<file path="config.mk">
export PLATFORM = sky130hd
export DESIGN_NAME = emts_root
export DESIGN_NICKNAME = d
export VERILOG_FILES = /design/src/rtl/emts_pkg.sv /design/src/rtl/emts_root.sv
export SDC_FILE = /design/constraint.sdc
export NUM_CORES = 2
export LEC_CHECK = 0
export BUFFER_PORTS_ARGS = -buffer_cell sky130_fd_sc_hd__buf_2
export CORE_MARGIN = 5
export CORE_UTILIZATION = 42
export CTS_CLUSTER_SIZE = 20
export DETAILED_ROUTE_END_ITERATION = 8
export PLACE_DENSITY = 0.66
export SYNTH_ARGS = -nofsm -noshare
export SYNTH_HDL_FRONTEND = slang
export SYNTH_SLANG_ARGS = --single-unit
export TNS_END_PERCENT = 20
</file>
<file path="constraint.sdc">
create_clock -name clk -period 3.9 [get_ports clk]
set_input_delay 0.195 -clock clk [delete_from_list [all_inputs] [get_ports clk]]
set_output_delay 0.195 -clock clk [all_outputs]
set_load 0.01 [all_outputs]
</file>
<file path="src/rtl/emts_pkg.sv">
// shared types and constants for the event move two point solver
package emts_pkg;

    localparam int FRAC_BITS_DEF = 24;
    localparam int EPS_W = 25;
    localparam logic [EPS_W-1:0] EPS_RESET = 25'd17;

    typedef enum logic [2:0] {
        ST_OK      = 3'd0,
        ST_BAD_T   = 3'd1,
        ST_EQUAL_T = 3'd2,
        ST_UNIDENT = 3'd3,
        ST_NEG     = 3'd4,
        ST_SAT     = 3'd5
    } status_t;

    typedef struct packed {
        logic signed [31:0] variance_one;
        logic signed [31:0] time_one;
        logic [7:0]         count_one;
        logic signed [31:0] variance_two;
        logic signed [31:0] time_two;
        logic [7:0]         count_two;
    } in_item_t;

    typedef struct packed {
        logic [31:0] event_move;
        status_t     status;
    } out_item_t;

endpackage

</file>
<file path="src/rtl/emts_root.sv">
// range checks and pipelined integer square root, one result bit per stage
module emts_root #(
    parameter int FRAC_BITS = emts_pkg::FRAC_BITS_DEF
) (
    input  logic                            clk,
    input  logic                            rst_n,
    input  logic                            en,
    input  logic                            valid,
    input  logic                            neg,
    input  logic [64:0]                     quot,
    input  emts_pkg::status_t               status_in,
    input  logic [emts_pkg::EPS_W-1:0]      clamp_epsilon,
    output logic                            valid_out,
    output emts_pkg::out_item_t             result
);
    import emts_pkg::*;

    localparam int RW = 32 + FRAC_BITS;   // radicand width, before rounding up to an even count
    localparam int RWE = RW + (RW % 2);
    localparam int SN = RWE / 2;          // root bits

    logic               c_valid_reg;
    logic [30:0]        c_esq_reg;
    status_t            c_status_reg, c_status_next;
    logic [30:0]        c_esq_next;

    always_comb
    begin
        c_status_next = status_in;
        c_esq_next    = '0;
        if (status_in == ST_OK)
        begin
            if (neg)
            begin
                if (quot > 65'(clamp_epsilon))
                    c_status_next = ST_NEG;
            end
            else if (quot > 65'h7FFF_FFFF)
            begin
                c_status_next = ST_SAT;
                c_esq_next    = '1;
            end
            else
                c_esq_next = quot[30:0];
        end
    end

    always_ff @(posedge clk or negedge rst_n)
    begin
        if (!rst_n)
            c_valid_reg <= 1'b0;
        else if (en)
            c_valid_reg <= valid;
    end

    always_ff @(posedge clk)
    begin
        if (en)
        begin
            c_esq_reg    <= c_esq_next;
            c_status_reg <= c_status_next;
        end
    end

    logic [SN:0]    v_reg;
    status_t        st_reg [0:SN];
    logic [RWE-1:0] x_reg  [0:SN];
    logic [SN+1:0]  r_reg  [0:SN];
    logic [SN-1:0]  q_reg  [0:SN];

    always_ff @(posedge clk or negedge rst_n)
    begin
        if (!rst_n)
            v_reg <= '0;
        else if (en)
            v_reg <= {v_reg[SN-1:0], c_valid_reg};
    end

    always_ff @(posedge clk)
    begin
        if (en)
        begin
            st_reg[0] <= c_status_reg;
            x_reg[0]  <= RWE'({c_esq_reg, FRAC_BITS'(0)});
            r_reg[0]  <= '0;
            q_reg[0]  <= '0;
        end
    end

    for (genvar i = 0; i < SN; i++)
    begin : g_step
        logic [SN+1:0] rem_sh;
        logic [SN+1:0] trial;
        assign rem_sh = {r_reg[i][SN-1:0], x_reg[i][RWE-1 -: 2]};
        assign trial  = rem_sh - {q_reg[i], 2'b01};
        always_ff @(posedge clk)
        begin
            if (en)
            begin
                st_reg[i+1] <= st_reg[i];
                x_reg[i+1]  <= x_reg[i] << 2;
                r_reg[i+1]  <= trial[SN+1] ? rem_sh : trial;
                q_reg[i+1]  <= {q_reg[i][SN-2:0], ~trial[SN+1]};
            end
        end
    end

    assign valid_out = v_reg[SN];
    always_comb
    begin
        result.status     = st_reg[SN];
        result.event_move = (st_reg[SN] == ST_OK || st_reg[SN] == ST_SAT)
                            ? 32'(q_reg[SN]) : 32'd0;
    end
endmodule
</file>
==> impl_metrics.toml <==
[synth]
postSynthCellCount = 5906
synth_area_um2 = 75600
synth_commonest_cells = "edfxtp_1, inv_1, ha_1"
synth_edf_count = 1500
seq_area_frac_synth_pct = 60.6
yosysWarnings = 0
synth_flop_cell = "edfxtp_1"
synth_top_area_share_pct = 59.6
synthTopCellsByArea = "edfxtp_1, ha_1, xnor2_1, mux2_2, xor2_1"
synth_cell_types = 88
synth-seq-cells = 1530
synth_top_cell_by_area = "edfxtp_1"
syn_avg_cell_area_um2 = 12.8
ys_async_sr_fraction_pct = 1.96
synth.most_common_cell = "edfxtp_1"

[clock_network]
cts_buffers = 160
clockRootBuffer = "clkbuf_16"
cts_tree = "done"
cts.clk_slew.worst_paths_ns = 0.06
h-tree-depth = 4
clk_latency_ns = 0.80
clock_sinks = 1530
cts_buffer_depth = 3

[route]
drt-met1-wl_um = 56400
topRoutingLayerUsed = "met4"
dr.pass1.iters = 5
wl_um = 133000
drtAntennaViolNets = 0
routed_via_density = 5.16
wl_per_cell_um = 15.2
dr_wl_met3_um = 5150
vias = 45100
dr.first_iter.drc_count = 2411
drc = 0
route.met2.wl_um = 66600

[die]
die_x_um = 434
start_util_pct = 42.3
die_y_um = 434
core_area_um2 = 179000
num_io_pins = 134
die-area_um2 = 189000
num_rows = 155

[cells_and_area]
multi_input_area_um2 = 27800
nNetsFinal = 6793
antennaDiodeCount = 0
fin_util_pct = 48.1
n_fill_cell = 15300
area_growth_pct = 13.7
seq_area_um2 = 45800
largest_reg_flops = 702
drive_above_1_share_pct = 12.4

[setup_path]
cp_max_fo = 6
worst_ep_required_time_ns = 4.44
critPathKind = "reg2reg"
crit_arrival_ns = 4.50
crit_path_start_kind = "register"
cp-end-kind = "register"
r2r-start = "r_reg[0][154]$_DFFE_PP_"
rr_endpoint = "r_reg[0][184]$_DFFE_PP_"
reg2reg_depth = 11
rrSetupSlack_ns = -0.05

[timing]
setup-tns-final_ns = -0.530
tightest_slew_ns = 1.03
setup_viol_count_final = 16
clock_skew_ns = 0.0430
maxSlewHeadroom_pct = 30.3
setup_ws_ns = -0.0545
period_share_pct = 101
rsz0062_at_grt = "yes"
fmax_ghz = 0.253
drv_slew = 0
fin_crit_ns = 3.95
hold_violations = 0

[global_routing]
gr-usage-all-layers_pct = 14.0
antenna_found_initial = 1
grt_pass1_vias = 45500
grt_max_degree = 163
grt_overflow_total = 0
grt_pass1_wl_um = 220000

[power_and_ir_drop]
p_per_area_nw_per_um2 = 556
peakVddDrop_uv = 454
power_leakage_nw = 33.4

[run]
max_cap_violations = 0

[min_path]
min_from = "neg"
hold_depth = 4
min_to = "c_esq_reg[23]$_SDFFCE_PP0P_"
worstHoldPathType = "in2reg"

[placement]
gp_congestion = 0.886
port_buffers = 129
dpl.hpwl_um = 94400

[status]
violations = "negative setup slack"
status = "finished, violations left"
-- layer usage --
metal | track usage, % | vias to the layer above
met5 | 0 | -
met4 | 5.76 | 0
met3 | 2.33 | 300
met2 | 25.0 | 814
met1 | 16.7 | 21500
li1 | - | 22500
-- report_power, final --
group / leakage, nW / total (W) / internal [W] / switching (W)
Combinational: 15.9 / 0.0111 / 0.00538 / 0.00574
Sequential: 15.0 / 0.0220 / 0.0208 / 0.00119
Clock: 2.45 / 0.0147 / 0.00834 / 0.00635
Total: 33.4 / 0.0478 / 0.0345 / 0.0133
-- per-stage QoR --
stage | hold slack, ns | instance area, µm² | power [W] | std cells | worst slack (ns)
2_1_floorplan | -0.101 | 75600 | 0.0303 | 5910 | -0.110
3_3_place_gp | 0.246 | 80100 | 0.0329 | 8412 | -0.110
3_5_place_dp | 0.269 | 80100 | 0.0333 | 8412 | -0.213
4_1_cts | 0.0214 | 85700 | 0.0482 | 8742 | -0.0899
5_1_grt | 0.0803 | 85900 | 0.0506 | 8744 | -0.168
6_report | 0.107 | 85900 | 0.0478 | 8744 | -0.0545
-- critical path, stage by stage, from the launching register on --
cell	delay, ns
edfxtp_1	0.41
ha_2	0.20
or3_4	0.33
or4_4	0.43
or4_4	0.43
or4_4	0.43
or4_4	0.43
nand4bb_4	0.22
xor2_2	0.22
buf_4	0.19
buf_12	0.13
mux2_4	0.29
-- placed cells by master (no fill, tap or decap), types with 57 or more instances in the layout --
cell type | synthesis | layout
buf_4 | 5 | 91
ha_1 | 419 | 418
nand3_1 | 95 | 95
nor3_1 | 149 | 139
edfxtp_1 | 1500 | 1500
or3_1 | 63 | 63
inv_1 | 530 | 530
o21a_1 | 105 | 105
mux2_2 | 221 | 221
nand2b_1 | 70 | 70
nor4_1 | 67 | 58
o21ai_0 | 296 | 295
nor2b_1 | 58 | 57
buf_2 | 6 | 128
nand2_1 | 329 | 328
nor2_1 | 293 | 289
xnor2_1 | 339 | 334
clkbuf_16 | 0 | 160
a21oi_1 | 273 | 270
xor2_1 | 239 | 235
a21o_1 | 168 | 168
-- kinds of logic after synthesis --
group / after synthesis / share of synthesized area, %
flops: 1530 / 60.6
compound gates: 1142 / 9.64
buf+inv: 626 / 3.15
xor+xnor: 579 / 6.72
fa+ha+maj: 430 / 7.23
simple gates: 1361 / 9.11
other cells: 1 / 0.00496
mux: 237 / 3.54
-- worst max path at each step --
stage	startpoint	to	slack, ns	depth (start not counted)
final	r_reg[0][154]$_DFFE_PP_	r_reg[0][184]$_DFFE_PP_	-0.05	11
after global routing	r_reg[0][154]$_DFFE_PP_	r_reg[0][200]$_DFFE_PP_	-0.17	12
after CTS	r_reg[0][154]$_DFFE_PP_	r_reg[0][184]$_DFFE_PP_	-0.09	11
after detailed placement	r_reg[0][154]$_DFFE_PP_	r_reg[0][199]$_DFFE_PP_	-0.21	12
after global placement	r_reg[0][154]$_DFFE_PP_	r_reg[0][207]$_DFFE_PP_	-0.11	12
after floorplan	r_reg[0][154]$_DFFE_PP_	r_reg[0][190]$_DFFE_PP_	-0.11	13
-- timing repair --
action,CTS,global route
pin swaps,5,7
gates resized for setup,13,36
endpoints found under the setup margin,22,159
setup buffers,3,2
hold buffers,41,0
hold endpoints to repair,123,0
-- layout make-up --
type / instances / area share [%]
repair buffers: 286 / 2.61
clock buffers: 200 / 4.85
multi-input cells: 3754 / 32.3
well taps: 2355 / 3.43
flip-flops and latches: 1530 / 53.3
inverters: 533 / 2.33
clock inverters: 86 / 1.15
(Power assumes the default switching activity.)
